[src/hw/rtl/gidh_pkg.sv]
package gidh_pkg;
  localparam int SLOTS = 1024;
  localparam int SLOT_W = $clog2(SLOTS);
  localparam int GID_W = 10;
  localparam int GCNT_W = 11;
  localparam int GROUP_LIMIT = 1024;
  localparam logic [63:0] FNV_BASIS = 64'hCBF29CE484222325;
  localparam logic [63:0] FNV_MULT = 64'h00000100000001B3;
  // FNV_MULT is 2^40 + 0x1B3, so the product is a shift plus a small multiply.
  localparam logic [63:0] FNV_MULT_LO = 64'h00000000000001B3;
  localparam int FNV_MULT_SH = 40;
  localparam logic [63:0] NA_TWEAK = 64'h00000000000000FF;

  localparam logic [1:0] KIND_INT = 2'd0;
  localparam logic [1:0] KIND_DBL = 2'd1;
  localparam logic [1:0] KIND_BOOL = 2'd2;

  localparam logic [0:0] ADDR_KEY_KIND = 1'b0;

  typedef struct packed {
    logic [63:0] key_bits;
    logic key_present;
  } in_item_t;

  typedef struct packed {
    logic [GID_W-1:0] group_id;
    logic is_new;
    logic status;
  } out_item_t;

  typedef struct packed {
    logic [63:0] hash;
    logic [63:0] key_bits;
    logic key_present;
  } job_t;

  typedef enum logic [1:0] {
    H_IDLE, H_RUN, H_DONE
  } hash_state_t;

  typedef enum logic [2:0] {
    P_IDLE, P_READ, P_WAIT, P_CHECK, P_OUT, P_CLEAR
  } probe_state_t;

  function automatic logic dbl_zero(input logic [63:0] b);
    return b[62:0] == 63'd0;
  endfunction

  function automatic logic dbl_nan(input logic [63:0] b);
    return (b[62:52] == 11'h7FF) && (b[51:0] != 52'd0);
  endfunction
endpackage

[src/hw/rtl/gidh_queue.sv]
module gidh_queue (
  input  logic           clk,
  input  logic           rst_n,
  input  logic           wr_valid,
  output logic           wr_ready,
  input  gidh_pkg::job_t wr_data,
  output logic           rd_valid,
  input  logic           rd_ready,
  output gidh_pkg::job_t rd_data
);
  import gidh_pkg::*;

  job_t mem_r [2];
  logic [1:0] cnt_r;
  logic wp_r, rp_r;
  logic wr_en, rd_en;

  assign wr_ready = cnt_r != 2'd2;
  assign rd_valid = cnt_r != 2'd0;
  assign rd_data = mem_r[rp_r];
  assign wr_en = wr_valid && wr_ready;
  assign rd_en = rd_valid && rd_ready;

  always_ff @(posedge clk) begin
    if (!rst_n) begin
      cnt_r <= 2'd0;
      wp_r <= 1'b0;
      rp_r <= 1'b0;
    end else begin
      if (wr_en) wp_r <= ~wp_r;
      if (rd_en) rp_r <= ~rp_r;
      cnt_r <= cnt_r + {1'b0, wr_en} - {1'b0, rd_en};
    end
    if (wr_en) mem_r[wp_r] <= wr_data;
  end

  a_cnt: assert property (@(posedge clk) disable iff (!rst_n)
    cnt_r <= 2'd2) else $error("queue count overflow");
  a_full: assert property (@(posedge clk) disable iff (!rst_n)
    (cnt_r == 2'd2) |-> !wr_ready) else $error("full queue accepts a write");
  a_hold: assert property (@(posedge clk) disable iff (!rst_n)
    (rd_valid && !rd_ready) |=> (rd_valid && $stable(rd_data)))
    else $error("queue head changed while waiting");
endmodule

[config.mk]
export PLATFORM = sky130hd
export DESIGN_NAME = gidh_queue
export DESIGN_NICKNAME = d
export VERILOG_FILES = /design/src/hw/rtl/gidh_pkg.sv /design/src/hw/rtl/gidh_queue.sv
export SDC_FILE = /design/constraint.sdc
export NUM_CORES = 1
export LEC_CHECK = 0
export ABC_AREA = 1
export BUFFER_PORTS_ARGS = -buffer_cell sky130_fd_sc_hd__buf_2
export CAP_MARGIN = 0
export CELL_PAD_IN_SITES_DETAIL_PLACEMENT = 0
export CELL_PAD_IN_SITES_GLOBAL_PLACEMENT = 1
export CORE_MARGIN = 2
export CORE_UTILIZATION = 44
export CTS_CLUSTER_SIZE = 28
export DETAILED_ROUTE_END_ITERATION = 8
export PLACE_DENSITY_LB_ADDON = 0.25
export SYNTH_ARGS = -nofsm -noshare
export SYNTH_HDL_FRONTEND = slang
export SYNTH_SLANG_ARGS = --single-unit
export TNS_END_PERCENT = 50
[constraint.sdc]
create_clock -name clk -period 12.38 [get_ports clk]
set_clock_uncertainty 0.05 [all_clocks]
set_input_delay 3.714 -clock clk [delete_from_list [all_inputs] [get_ports clk]]
set_output_delay 3.714 -clock clk [all_outputs]
set_load 0.02 [all_outputs]
==> results by group, run 1 <==
Clock network
  • CTS resizes: 0
  • Htree depth: 1
  • Post-CTS setup buffers: 0
  • Clock Pin Slew Worst Setup and Hold Paths: roughly 60 ps
  • CTS root buffer: clkbuf_16
  • Worst-Skew Late Latency: about 500 ps
  • Number of buffers created by CTS: 27
  • CTS sink count: ~260
  • CTS tree: yes
  • Maximum clock insertion buffer count: 3
  • Hold buffers post-CTS: 0

Setup path
  • CP Class: reg -> out
  • CP max stage cell: buf_4
  • Kind of end point of the critical path: primary output
  • CP Data Required Time: 8620 ps
  • Largest stage delay, worst path: ~860 ps
  • Worst Path Arrival: slightly below 3000 ps
  • Crit path max fanout: 77
  • CP Cell Sequence: buf_4 > mux2_2 > buf_2
  • Critical path startpoint category: flip-flop
  • Reg2reg start: cnt_r[0]$_SDFF_PN0_
  • WP buf/inv: 2
  • Crit path max-delay family: buffers and inverters

Cells and area
  • Layout cells sized above 1: roughly three fifths
  • Area growth from synthesis to layout: 24.67%
  • Fill count: roughly 1.7k
  • Fin nets: 854

Detailed routing
  • Post-route ant nets: 0
  • DRC Markers: 0
  • Drt pass-1 iters: 7
  • Routed wire length: 18090 microns
  • Vias/cell: 4.906
  • Via count: 4994
  • DRT iter0 DRCs: 213
  • Routed WL per cell: 17.77 microns

Power and ir drop
  • Pwr Density: between 200 and 250 nW/um^2
  • Lkg Pwr: about 4.5 nW
  • Worst vdd ir: ~0.16 mV
  • Power Total: approximately 2.5 mW

Run status
  • Outcome: finished, final reports clean

Synth
  • Cell taking the most area after synthesis: edfxtp_1
  • Synthesized cell area: between 9000 and 10000 sq um
  • Number of synthesized register bits: 263
  • Post-synth top area share: between 80% and 90%
  • Post-Syn Instances: between 400 and 500
  • Yosys warns: 0
  • Syn Nets: around 570
  • Synth unique cells: 11
  • Top area cells in the synthesized netlist: edfxtp_1 81%, mux2_2 15%, buf_6 1.5%
  • Avg Cell Area, Syn: about 22 sq um
  • Sequential share of the synthesized area: between 80% and 90%

Floorplanning
  • Starting Density: approximately 44%
  • Die width: around 150 microns
  • I/O Pins: about 260
  • DIE HEIGHT: 151.6 microns
  • DIE AREA: 23000 sq um
  • CORE AREA: 21620 sq um
  • Site row count: 54

Timing
  • Slew HR: between 20% and 30%
  • Max Clock Freq: between 100 and 150 MHz
  • Crit share post-route: 54.03%
  • RSZ-0062 raised after global routing: no
  • Hold Vio Cnt, Final: 0
  • Worst Max-Slew Pin Slew: 1070 ps
  • Fin crit period: 6689 ps
  • Setup violators final: 0
  • Sum Neg Setup Slack: 0 ps
  • Max Slew Vio Count: 0

Global routing
  • First-pass GRT wire length: ~26000 microns
  • Initial antenna violation count: 4
  • GRT Util Overall: 14.69%
  • Vias in the first global route: slightly below 5k
  • Total gr overflow: 0
  • Pin count of the biggest net entering global routing: 78

Placed design
  • Post-DP HPWL: ~12000 microns
  • RePlAce Congestion: about 0.77
  • Port Buffers: about 260

Worst hold path
  • Hold WC Path Type: reg -> reg
  • Hold Startpoint: rp_r$_SDFFE_PN0P_

Flow run
  • MaxCap Viol Count: 0
-- report_power, final --
group	internal [mW]	switching, mW
registers	1.13	0.0459
logic	0.237	0.376
clock network	0.438	0.300
total	1.80	0.722
-- metal layers --
metal  vias up  wire length [microns]  track usage, %  share of wire [%]
li1       2289                      -               -                  -
met5         -                     24               0               0.13
met3        28                   1676           4.521                9.3
met1      2470                   7174           18.52                 40
met2       203                   8906           24.64                 49
met4         4                    306           4.259                1.7
-- state kept, by name, indices dropped and copies added, names as in the netlist, named ones only --
register  cells
cnt_r         2
mem_r       258
rp_r          1
wp_r          1
-- worst reg2reg max path: stages, from the launching register on --
cell,delay (ps)
dfxtp_1,350
inv_1,60
nand2_1,130
nand3_1,150
inv_4,570
buf_4,840
-- cell usage in the layout (no fill, tap or decap) --
master and n:
bufinv_16 2, clkinv_1 9, nor2_4 1, ha_1 2
nand3_1 3, edfxtp_1 258, buf_2 263, dfxtp_4 1
diode_2 1, a21oi_1 2, inv_1 6, clkbuf_16 27
clkinv_2 1, nand2_1 9, mux2_2 129, buf_4 4
clkbuf_1 8, inv_4 1, nor2_1 7, dfxtp_1 4
-- worst paths after layout --
path	to	slack [ps]	cells past startpoint
hold / removal	rp_r$_SDFFE_PN0P_	460	2
setup / recovery	rd_data[31]	5690	3
setup reg to reg	mem_r[1][110]$_DFFE_PP_	9780	5
hold reg to reg	rp_r$_SDFFE_PN0P_	460	2
-- synth_stat cells --
cell and instances:
a21oi_1 2, buf_2 1, buf_6 13, dfxtp_1 5, edfxtp_1 258, ha_1 2
inv_1 7, mux2_2 129, nand2_1 9, nand3_1 3, nor2_1 8
-- stage by stage --
step	hold slack (ps)	instances	worst slack (ps)	area (sq um)	utilization [%]
after floorplan	417.5	437	2560	9592	-
after global placement	446.7	970	6223	11150	51.57
after detailed placement	449.9	970	6185	11150	51.57
after CTS	463.6	1017	5629	11960	55.30
after global routing	507.6	1018	5521	11960	55.31
final	455.7	1018	5691	11960	55.31
-- logic make-up after synthesis --
group / count (synthesis) / synth area share [%]
AOI/OAI and AO/OA: 2 / 0.1044
adders and majority gates: 2 / 0.2609
buffers and inverters: 21 / 1.852
DFF: 263 / 81.82
muxes: 129 / 15.14
and+or+nand+nor: 20 / 0.8218
-- cell type report --
class	instances	area (sq um)	area share (%)
diodes	1	2.502	0.02093
clock buffers	35	705.7	5.901
clock inverters	12	98.84	0.8266
inverters	7	28.78	0.2407
multi-input cells	153	1574	13.16
flip-flops and latches	263	7851	65.66
well taps	280	350.3	2.930
repair buffers	267	1346	11.26
Note: power is estimated with default switching activity, not from simulation.
==> inputs of run 2 (changes only) <==
Settings changed: ABC_AREA 1 to 0.
Clock period 12.38 ns to 6.5 ns, I/O delays scaled along.
==> run 2 against run 1 <==
Effect of this change: final cell count fell by 1.3%; largest power group unchanged; synthesized cell count is 2.7% lower; highest routed layer is now met4; first-iteration DRC count down 12%; die area hardly changed.
==> results by group, run 2 <==
Run status
  • Outcome: finished, final reports clean

Worst hold path
  • Hold WC Path Type: reg -> reg

Clock network
  • Hold buffers post-CTS: 0
  • CTS tree: yes
  • Number of buffers created by CTS: 27
  • Maximum clock insertion buffer count: 3
  • CTS sink count: between 200 and 300
  • CTS root buffer: clkbuf_16
  • Worst-Skew Late Latency: around 520 ps
  • Post-CTS setup buffers: 0
  • CTS resizes: 0
  • Clock Pin Slew Worst Setup and Hold Paths: around 60 ps
  • Htree depth: 1

Detailed routing
  • Drt pass-1 iters: 4
  • Routed WL per cell: approximately 18 microns
  • DRT iter0 DRCs: 187
  • Routed wire length: around 18000 microns
  • Via count: a little under 5k
  • Length of routed met3 wiring: between 1000 and 1500 microns
  • Top sig layer: met4
  • Vias/cell: 4.842
  • Met1 Wirelength: around 7000 microns
  • Post-route ant nets: 0
  • Met2 WL: around 9500 microns
  • DRC Markers: 0

Flow run
  • MaxCap Viol Count: 0

Synth
  • Number of synthesized register bits: between 200 and 300
  • Yosys warns: 0
  • Sequential share of the synthesized area: between 80% and 90%
  • Avg Cell Area, Syn: roughly 23 sq um
  • Most common cell in the netlist: edfxtp_1
  • Top FF cell, synth: edfxtp_1
  • Cell taking the most area after synthesis: edfxtp_1
  • Most common library cells after synthesis: 258 x edfxtp_1, 129 x mux2_2, 13 x buf_6
  • Top area cells in the synthesized netlist: edfxtp_1 81%, mux2_2 15%, buf_6 1.5%
  • Post-synth ARST share: 0%
  • Syn Nets: 560
  • Number of synthesized flops with an enable pin: ~260
  • Post-synth top area share: roughly four fifths
  • Synthesized cell area: roughly 9600 sq um
  • Synth unique cells: 17
  • Post-Syn Instances: 425

Setup path
  • Critical path startpoint category: flip-flop
  • CP Cell Sequence: buf_12 > mux2_2 > buf_2
  • CP Data Required Time: 4500 ps
  • Largest stage delay, worst path: about 900 ps
  • CP Class: reg -> out
  • CP max stage cell: dfxtp_4
  • Crit path max fanout: 67
  • Kind of end point of the critical path: primary output
  • Worst Path Arrival: 2450 ps

Cells and area
  • Most frequent cells in the layout: 263 x buf_2, 258 x edfxtp_1, 129 x mux2_2
  • Top reg by flops: mem_r
  • Area growth from synthesis to layout: 25.11%
  • Final Non-Filler Cells: 1005
  • Layout cells sized above 1: approximately 60%
  • Most common cell after layout, fill and taps aside: buf_2
  • Biggest regs: mem_r: 258 flops, cnt_r: 2 flops
  • Max FFs per register: between 200 and 300
  • Fin nets: 843

Power and ir drop
  • Pwr Density: approximately 400 nW/um^2
  • Lkg Pwr: between 4 and 5 nW
  • Worst vdd ir: between 0.2 and 0.3 mV

Timing
  • Fin crit period: roughly 4500 ps
  • Slew HR: 27.95%
  • RSZ-0062 raised after global routing: no
  • Setup violators final: 0
  • Max Clock Freq: about 220 MHz
  • Max Slew Vio Count: 0
  • Sum Neg Setup Slack: 0 ps
  • Hold Vio Cnt, Final: 0
  • Worst Max-Slew Pin Slew: 1081 ps
  • Crit share post-route: between 60% and 70%

Placed design
  • Port Buffers: between 200 and 300
  • DP Cell Count: roughly 950
  • Post-DP HPWL: roughly 12000 microns
  • RePlAce Congestion: 0.7518

Floorplanning
  • Site row count: 53
  • CORE AREA: ~21000 sq um
  • DIE HEIGHT: roughly 150 microns
  • I/O Pins: around 260
  • DIE AREA: 22980 sq um
  • Die width: 151.6 microns
  • Starting Density: a little under half

Global routing
  • Vias in the first global route: about 5.0k
  • Total gr overflow: 0
  • First-pass GRT wire length: about 26000 microns
  • Initial antenna violation count: 1
  • GRT Util Overall: approximately 15%
  • Pin count of the biggest net entering global routing: 80
==> run 2: metrics by stage <==
step / setup slack, ps / util [%] / instance area (sq um) / power, mW / hold slack, ps
floorplan: 597.4 / - / 9588 / 3.118 / 416.0
global placement: 2570 / 52.59 / 11160 / 3.450 / 461.1
detailed placement: 2527 / 52.59 / 11160 / 3.474 / 476.0
CTS: 1964 / 56.48 / 11990 / 4.914 / 486.2
global route: 1912 / 56.49 / 11990 / 5.062 / 520.5
finish: 2046 / 56.52 / 11990 / 4.846 / 486.1
==> run 2: cell families after synthesis <==
group | share of synthesized area (%)
flip-flops | 81.87
adder cells (fa/ha/maj) | 0.2610
AND/OR/NAND/NOR | 0.6396
multiplexers | 15.26
AO/OA/AOI/OAI | 0.07835
buffers and inverters | 1.618
XOR/XNOR | 0.2742
==> run 2: critical path: cells and delay by family (launching register included) <==
kind | cells | cell delay, ps
buffers and inverters | 2 | 540
DFF | 1 | 900
muxes | 1 | 400
==> run 2: area by class of cell <==
type	count	area, sq um
repair buffers	268	1366
flip-flops and latches	263	7851
multi-input cells	147	1595
inverters	1	3.754
clock inverters	11	111.4
clock buffers	37	713.2
well taps	275	344.1
diodes	3	7.507
fillers	1688	9228
==> run 2: routing by layer <==
| layer | vias up | GRT usage (%) |
|---|---|---|
| met5 | - | 0 |
| met4 | 0 | 5.231 |
| met3 | 32 | 3.892 |
| met2 | 157 | 26.72 |
| met1 | 2419 | 17.25 |
| li1 | 2258 | - |
==> run 2: worst paths after layout <==
path         slack (ps)  depth (start not counted)                start                     end
min                 490                          2    wp_r$_SDFFE_PN0N_       wp_r$_SDFFE_PN0N_
max reg2reg        4130                          3  cnt_r[0]$_SDFF_PN0_  mem_r[1][66]$_DFFE_PP_
max                2050                          3            flip-flop             rd_data[31]
min reg2reg         490                          2    wp_r$_SDFFE_PN0N_       wp_r$_SDFFE_PN0N_
==> run 2: report_power, final <==
part	leakage, nW	switching (mW)	internal (mW)
combinational	1.60	0.706	0.478
sequential	2.45	0.0987	2.13
clock	0.402	0.585	0.845
total	4.45	1.39	3.46
