[config.mk]
export PLATFORM = sky130hd
export DESIGN_NAME = gidh_hash
export DESIGN_NICKNAME = d
export VERILOG_FILES = /design/src/hw/rtl/gidh_pkg.sv /design/src/hw/rtl/gidh_hash.sv
export SDC_FILE = /design/constraint.sdc
export NUM_CORES = 1
export LEC_CHECK = 0
export BUFFER_PORTS_ARGS = -buffer_cell sky130_fd_sc_hd__buf_2
export CAP_MARGIN = 40
export CORE_ASPECT_RATIO = 2
export CORE_MARGIN = 1
export CORE_UTILIZATION = 37
export DETAILED_ROUTE_END_ITERATION = 16
export GPL_ROUTABILITY_DRIVEN = 1
export GPL_TIMING_DRIVEN = 1
export HOLD_SLACK_MARGIN = 0.03
export PLACE_DENSITY = 0.57
export REMOVE_ABC_BUFFERS = 1
export SLEW_MARGIN = 15
export SYNTH_ARGS = -nofsm -noshare
export SYNTH_HDL_FRONTEND = slang
export SYNTH_SLANG_ARGS = --single-unit
[constraint.sdc]
create_clock -name clk -period 14.4 [get_ports clk]
set_clock_uncertainty 0.2 [all_clocks]
set_input_delay 0 -clock clk [delete_from_list [all_inputs] [get_ports clk]]
set_output_delay 0 -clock clk [all_outputs]
set_load 0.005 [all_outputs]
[src/hw/rtl/gidh_pkg.sv]
package gidh_pkg;
  localparam int SLOTS = 1024;
  localparam int SLOT_W = $clog2(SLOTS);
  localparam int GID_W = 10;
  localparam int GCNT_W = 11;
  localparam int GROUP_LIMIT = 1024;
  localparam logic [63:0] FNV_BASIS = 64'hCBF29CE484222325;
  localparam logic [63:0] FNV_MULT = 64'h00000100000001B3;
  // FNV_MULT is 2^40 + 0x1B3, so the product is a shift plus a small multiply.
  localparam logic [63:0] FNV_MULT_LO = 64'h00000000000001B3;
  localparam int FNV_MULT_SH = 40;
  localparam logic [63:0] NA_TWEAK = 64'h00000000000000FF;

  localparam logic [1:0] KIND_INT = 2'd0;
  localparam logic [1:0] KIND_DBL = 2'd1;
  localparam logic [1:0] KIND_BOOL = 2'd2;

  localparam logic [0:0] ADDR_KEY_KIND = 1'b0;

  typedef struct packed {
    logic [63:0] key_bits;
    logic key_present;
  } in_item_t;

  typedef struct packed {
    logic [GID_W-1:0] group_id;
    logic is_new;
    logic status;
  } out_item_t;

  typedef struct packed {
    logic [63:0] hash;
    logic [63:0] key_bits;
    logic key_present;
  } job_t;

  typedef enum logic [1:0] {
    H_IDLE, H_RUN, H_DONE
  } hash_state_t;

  typedef enum logic [2:0] {
    P_IDLE, P_READ, P_WAIT, P_CHECK, P_OUT, P_CLEAR
  } probe_state_t;

  function automatic logic dbl_zero(input logic [63:0] b);
    return b[62:0] == 63'd0;
  endfunction

  function automatic logic dbl_nan(input logic [63:0] b);
    return (b[62:52] == 11'h7FF) && (b[51:0] != 52'd0);
  endfunction
endpackage

[src/hw/rtl/gidh_hash.sv]
module gidh_hash (
  input  logic              clk,
  input  logic              rst_n,
  input  logic [1:0]        key_kind,
  input  logic              in_valid,
  output logic              in_ready,
  input  gidh_pkg::in_item_t in_data,
  output logic              job_valid,
  input  logic              job_ready,
  output gidh_pkg::job_t    job_data
);
  import gidh_pkg::*;

  hash_state_t state_r, state_nxt;
  logic [63:0] h_r, h_nxt;
  logic [63:0] bits_r, key_r;
  logic present_r;
  logic [3:0] cnt_r, cnt_nxt;
  logic [3:0] nbytes;
  logic [63:0] mixed;
  logic [63:0] prod;

  // Bytes per key: one for boolean, eight otherwise.
  assign nbytes = (key_kind == KIND_BOOL) ? 4'd1 : 4'd8;
  assign mixed = h_r ^ {56'd0, bits_r[7:0]};
  assign prod = (mixed << FNV_MULT_SH) + mixed * FNV_MULT_LO;

  always_comb begin
    state_nxt = state_r;
    case (state_r)
      H_IDLE: if (in_valid) state_nxt = in_data.key_present ? H_RUN : H_DONE;
      H_RUN: if (cnt_r == nbytes - 4'd1) state_nxt = H_DONE;
      H_DONE: if (job_ready) state_nxt = H_IDLE;
      default: state_nxt = H_IDLE;
    endcase
  end

  always_comb begin
    h_nxt = h_r;
    cnt_nxt = cnt_r;
    case (state_r)
      H_IDLE: begin
        h_nxt = in_data.key_present ? FNV_BASIS : (FNV_BASIS ^ NA_TWEAK);
        cnt_nxt = 4'd0;
      end
      H_RUN: begin
        h_nxt = prod;
        cnt_nxt = cnt_r + 4'd1;
      end
      default: ;
    endcase
  end

  assign in_ready = (state_r == H_IDLE);
  assign job_valid = (state_r == H_DONE);
  assign job_data = '{hash: h_r, key_bits: key_r, key_present: present_r};

  always_ff @(posedge clk) begin
    if (!rst_n) begin
      state_r <= H_IDLE;
    end else begin
      state_r <= state_nxt;
    end
    h_r <= h_nxt;
    cnt_r <= cnt_nxt;
    if (state_r == H_IDLE && in_valid) begin
      key_r <= in_data.key_bits;
      present_r <= in_data.key_present;
      if (key_kind == KIND_BOOL)
        bits_r <= {63'd0, in_data.key_bits[0]};
      else if (key_kind == KIND_DBL && dbl_zero(in_data.key_bits))
        bits_r <= 64'd0;
      else
        bits_r <= in_data.key_bits;
    end else if (state_r == H_RUN) begin
      bits_r <= {8'd0, bits_r[63:8]};
    end
  end

  a_cnt: assert property (@(posedge clk) disable iff (!rst_n)
    (state_r == H_RUN) |-> (cnt_r < nbytes)) else $error("hash byte count overrun");
  a_hold: assert property (@(posedge clk) disable iff (!rst_n)
    (job_valid && !job_ready) |=> (job_valid && $stable(job_data)))
    else $error("job dropped or changed while waiting");
  a_excl: assert property (@(posedge clk) disable iff (!rst_n)
    !(in_ready && job_valid)) else $error("input accepted while a job waits");
endmodule

==> results of run 1 <==
-- cell type report --
type	count	area (sq um)
clock buffers	17	425
fillers	5010	29400
well taps	660	826
repair buffers	284	1840
inverters	421	1580
flip-flops and latches	199	5960
multi-input cells	1174	11700
clock inverters	14	161
-- per-layer routing --
layer  up-vias  track usage, %
li1       6657               -
met1      7260            23.3
met2       507            49.7
met3       177            2.83
met4         0            18.7
met5         -               0
-- cells in the final DEF (no fill, tap or decap), types with 11 or more instances in the layout --
cell type        n
edfxtp_1       197
nand3_1         20
nor2_1          83
and3_1          15
a21o_1          58
a21oi_1         83
nand2_1         82
o21ai_0         43
fa_1           210
xnor2_1         58
clkbuf_16       17
dlygate4sd3_1   68
xor2_1          67
nand4_1         25
a22o_1          61
nor3_1          12
nor4_1          19
inv_1          419
and2_1          12
buf_2          202
buf_4           11
ha_1           199
-- worst max-delay path, cell delays in order, from the launching register on --
cell and delay, ns:
edfxtp_1 0.41, xnor2_1 0.71, inv_1 0.11, ha_1 0.31
xor2_1 0.19, xnor2_1 0.51, fa_1 0.52, inv_1 0.08
fa_1 0.42, ha_1 0.30, ha_1 0.36, o211ai_1 0.13
o211a_1 0.28, nor4b_1 0.61, o21ai_0 0.15, nor3b_2 0.22
a211oi_1 0.76, o21ai_1 0.20, a21oi_1 0.22, nor3b_2 0.06
-- through the flow --
step | setup slack, ns | utilization [%] | area, sq um | std cells | hold slack [ns]
3_5_place_dp | 7.45 | 40.8 | 21200 | 2669 | 0.00593
5_1_grt | 7.18 | 43.3 | 22500 | 2769 | 0.0696
4_1_cts | 7.45 | 43.3 | 22400 | 2768 | 0.0470
3_3_place_gp | 7.18 | 40.7 | 21100 | 2663 | 0.00543
2_1_floorplan | 8.86 | - | 19200 | 1794 | -0.101
6_report | 7.38 | 43.3 | 22500 | 2769 | 0.0782
-- worst paths after layout --
kind | to | slack, ns | start | cells after the start
worst max-delay path | h_r[60] | 7.38 | h_r[3] | 19
worst min-delay path | key_r[10] | 0.08 | in_data[11] | 2
worst max register to register | h_r[60] | 7.38 | h_r[3] | 19
worst min register to register | bits_r[4] | 0.35 | bits_r[12] | 1
-- sequential cells by signal, indices dropped and copies added, names as in the netlist --
| name | cells |
|---|---|
| present_r | 1 |
| key_r | 64 |
| cnt_r | 4 |
| h_r | 64 |
| bits_r | 64 |
| state_r | 2 |
-- repair_timing --
action / 4_1_cts / 5_1_grt
hold endpoints to repair: 133 / 0
hold buffers: 68 / 0
setup buffers: 0 / 0
-- kinds of logic after synthesis --
family | synth area share (%)
AND/OR/NAND/NOR | 8.03
flip-flops | 30.6
XOR/XNOR | 5.63
adder cells (fa/ha/maj) | 34.4
multiplexers | 0.0579
AO/OA/AOI/OAI | 11.8
buffers and inverters | 9.47
==> impl_metrics.py, run 1 <==
metrics = {
    "synth": {
        "yosys-top-cells-area": "edfxtp_1, fa_1, ha_1",
        "synth_top_area_share_pct": 30.4,
        "synth_commonest_cells": "inv_1, fa_1, ha_1, edfxtp_1, nand2_1",
        "yosysMostFrequentCell": "inv_1",
        "synthCells": 1848,
        "ys_ff_latch": 199,
        "synth_enable_flop_cells": 197,
        "yosys.area.top_type": "edfxtp_1",
        "avgSynthCellArea_sq_um": 10.5,
        "synthFlopType": "edfxtp_1",
        "ys_async_sr_fraction_pct": 0,
        "seq_area_frac_synth_pct": 30.6,
        "ys_types": 76,
        "yosysWarnings": 0,
        "syn_area_sq_um": 19500,
    },
    "placed_design": {
        "hpwl_microns": 55100,
        "place_congestion": 0.963,
        "port_buffers": 201,
    },
    "timing": {
        "timing.final.crit_period_ns": 7.02,
        "worst_pin_slew_ns": 0.891,
        "timing.final.crit_share_pct": 48.8,
        "tns_ns": 0,
        "max_freq_ghz": 0.142,
        "max_slew_margin_pct": 40.0,
        "hold_violations": 0,
        "finalSetupViolations": 0,
        "rsz0062_at_grt": "false",
        "slew_violations": 0,
    },
    "run": {
        "maxCapViolCount": 0,
    },
    "floorplanning": {
        "die_area_sq_um": 53600,
        "start_util_pct": 37.5,
        "die_w_microns": 164,
        "floorplan.rows": 118,
        "fp.coreArea_sq_um": 51800,
        "io_pins": 202,
        "die_h_microns": 326,
    },
    "clock_tree": {
        "clkTransAtPathRegs_ns": 0.08,
        "clock_latency_ns": 0.47,
        "cts-buffers-inserted": 17,
        "clockBufferDepth": 2,
        "cts.sinks": 199,
        "cts_tree": "done",
        "clock-root-buffer": "clkbuf_16",
        "cts_resized": 0,
        "h-tree-depth": 4,
    },
    "finish": {
        "drive_above_1_share_pct": 13.0,
        "area_growth_pct": 15.4,
        "n_antenna_cell": 0,
        "fin_nets": 2577,
    },
    "detailed_routing": {
        "drc": 0,
        "highest_layer": "met4",
        "viasPerCell": 5.27,
        "postRouteWirelength_microns": 65600,
        "m1WireLength_microns": 21000,
        "wl_met2_microns": 37100,
        "post_drt_wl_per_cell_microns": 23.7,
        "wl_met3_microns": 2240,
        "dr.pass1.iters": 5,
        "vias": 14601,
        "antenna_left": 0,
        "drtIter0Drc": 660,
    },
    "global_routing": {
        "grt.total_usage_pct": 25.4,
        "grt_pass1_wl_microns": 98100,
        "grt_overflow": 0,
        "grt_start_max_net_pins": 65,
        "grt_pass1_vias": 16311,
        "antenna_found_initial": 1,
    },
    "worst_setup_path": {
        "end_kind": "register",
        "cp_max_fo": 5,
        "required_ns": 14.40,
        "setup.worst_path.start_class": "register",
        "worstSetupPathType": "register to register",
        "cp.arrival_ns": 7.02,
    },
    "min_path": {
        "worst_hold_path_type": "input port to register",
    },
    "run_status": {
        "status": "completed",
    },
}
Power of run 1 is not shown: default switching activity piles up to over one toggle a cycle in this logic, so the estimate is an artifact.
==> run 2, diff against run 1 <==
Settings changed: ABC_AREA set to 1, PLACE_DENSITY 0.57 to 0.59.
Clock period 14.4 ns to 6.1 ns, I/O delays scaled along.
==> impl_metrics.py, run 2 <==
metrics = {
    "worst_setup_path": {
        "cp.arrival_ns": 5.99,
        "setup.worst_path.start_class": "register",
        "r2r-end": "h_r[59]",
        "crit_end": "h_r[59]",
        "r2r-start": "h_r[19]",
        "cp_max_fo": 5,
        "critPathLaunch": "h_r[19]",
        "required_ns": 6.11,
        "end_kind": "register",
        "ff2ff_setup_slack_ns": 0.12,
        "reg2reg_depth": 19,
        "worstSetupPathType": "register to register",
    },
    "clock_tree": {
        "cts_tree": "done",
        "clockBufferDepth": 2,
        "cts.sinks": 199,
        "clkTransAtPathRegs_ns": 0.09,
        "cts_resized": 0,
        "clock_latency_ns": 0.47,
        "h-tree-depth": 4,
        "clock-root-buffer": "clkbuf_16",
        "postCtsSetupRepairBufs": 0,
        "cts_hold_buf": 72,
        "cts-buffers-inserted": 17,
    },
    "timing": {
        "fin_ws_ns": 0.120,
        "worst_pin_slew_ns": 0.875,
        "timing.final.crit_share_pct": 98.0,
        "tns_ns": 0,
        "timing.final.crit_period_ns": 5.98,
        "finalSetupViolations": 0,
        "slew_violations": 0,
        "rsz0062_at_grt": "false",
        "max_slew_margin_pct": 41.2,
        "hold_violations": 0,
        "hold_ws_ns": 0.0607,
        "max_freq_ghz": 0.167,
    },
    "floorplanning": {
        "die_w_microns": 171,
        "io_pins": 202,
        "die_h_microns": 340,
        "floorplan.rows": 123,
        "start_util_pct": 37.5,
        "fp.coreArea_sq_um": 56300,
        "die_area_sq_um": 58100,
    },
    "global_routing": {
        "grt.met3_usage_pct": 4.31,
        "grtUsageMet1_pct": 24.3,
        "grt_start_max_net_pins": 74,
        "use_met2_pct": 55.0,
        "antenna_found_initial": 1,
        "grt_pass1_vias": 19449,
        "grt.total_usage_pct": 28.9,
        "grt_overflow": 0,
        "top_usage_layer": "met2",
        "grt_pass1_wl_microns": 119000,
    },
    "detailed_routing": {
        "viasPerCell": 4.92,
        "postRouteWirelength_microns": 81100,
        "dr.pass1.iters": 5,
        "post_drt_wl_per_cell_microns": 22.3,
        "vias": 17858,
        "drc": 0,
        "antenna_left": 0,
        "drtIter0Drc": 777,
    },
    "finish": {
        "finish.utilization_pct": 44.0,
        "reg_top3": "bits_r: 64 flops, h_r: 64 flops, key_r: 64 flops",
        "final_cell_mix": "inv_1, nand2_1, fa_1, buf_2, ha_1",
        "fin_nets": 3346,
        "n_antenna_cell": 0,
        "drive_above_1_share_pct": 12.3,
        "fill_cells": 5740,
        "area_growth_pct": 17.2,
        "final_common_cell": "inv_1",
    },
    "synth": {
        "syn_area_sq_um": 21100,
        "seq_area_frac_synth_pct": 28.2,
        "synth_top_area_share_pct": 28.0,
        "ys_types": 43,
        "synthCells": 2539,
        "yosysMostFrequentCell": "inv_1",
        "ys_async_sr_fraction_pct": 0,
        "synth_enable_flop_cells": 197,
        "yosysWarnings": 0,
        "avgSynthCellArea_sq_um": 8.32,
        "synthFlopType": "edfxtp_1",
        "yosys-top-cells-area": "edfxtp_1, fa_1, inv_1",
        "synth_commonest_cells": "inv_1, nand2_1, fa_1, ha_1, edfxtp_1",
        "yosys.area.top_type": "edfxtp_1",
        "ys_ff_latch": 199,
    },
    "run": {
        "maxCapViolCount": 0,
    },
    "placed_design": {
        "hpwl_microns": 69600,
        "place_congestion": 1.04,
        "port_buffers": 201,
        "dp_worst_setup_slack_ns": 0.223,
    },
    "min_path": {
        "worst_hold_path_type": "input port to register",
    },
    "run_status": {
        "status": "completed",
    },
}
## run 2: cell types whose count changed after synthesis, moves of 46 or more
cell,delta
nand3_1,+55
o21ai_0,+46
nand2_1,+508
inv_1,+268
nor2_1,+58
a22o_1,-61
a21o_1,-55
## run 2: worst min path at each step
stage | startpoint | slack [ns] | to | depth (start not counted)
after floorplan | rst_n | -0.10 | state_r[0] | 2
after global placement | in_data[64] | -0.004 | key_r[63] | 1
after detailed placement | in_data[64] | -0.003 | key_r[63] | 1
after CTS | in_data[64] | 0.04 | key_r[63] | 2
after global routing | in_data[33] | 0.07 | key_r[32] | 2
final | in_data[17] | 0.06 | key_r[16] | 2
## run 2: critical path, stage by stage, from the launching register on
cell and delay, ns:
edfxtp_1 0.78, ha_1 0.43, fa_1 0.51, fa_1 0.54
inv_1 0.05, fa_1 0.48, inv_1 0.06, ha_1 0.28
ha_1 0.35, nand2_1 0.16, nor2_1 0.47, nand2_1 0.41
nor2_1 0.27, nand2_1 0.10, nand3_2 0.08, buf_4 0.18
nand2_1 0.09, buf_4 0.13, nand3_1 0.07, nand3_1 0.07
## run 2: logic make-up (layout without fill, tap and decap cells)
group                    after synthesis  after routing  share of synthesized area, %
adder cells (fa/ha/maj)              409            409                          31.7
flip-flops                           199            199                          28.2
AO/OA/AOI/OAI                        232            232                          6.13
XOR/XNOR                              73             73                          3.03
buffers and inverters                718           1058                          12.8
AND/OR/NAND/NOR                      908            908                          18.2
## run 2: area by class of cell
cell class / count / area, sq um / area share [%]
clock buffer: 18 / 429 / 1.73
timing repair buffer: 335 / 2220 / 8.98
clock inverter: 14 / 136 / 0.551
sequential: 199 / 5960 / 24.0
tap: 750 / 938 / 3.79
multi-input combinational: 1622 / 12500 / 50.4
inverter: 691 / 2590 / 10.5
## run 2: per-layer routing
metal / routed length (microns) / vias up
met5: 0 / -
met4: 9490 / 0
met3: 3310 / 264
met2: 44100 / 608
met1: 24200 / 8536
li1: - / 8450
## run 2: stage by stage
stage,instances,cell area [sq um]
3_5_place_dp,3524,23500
3_3_place_gp,3520,23400
2_1_floorplan,2512,21000
5_1_grt,3629,24800
6_report,3629,24800
4_1_cts,3628,24800
Power of run 2 is left out for the same reason.
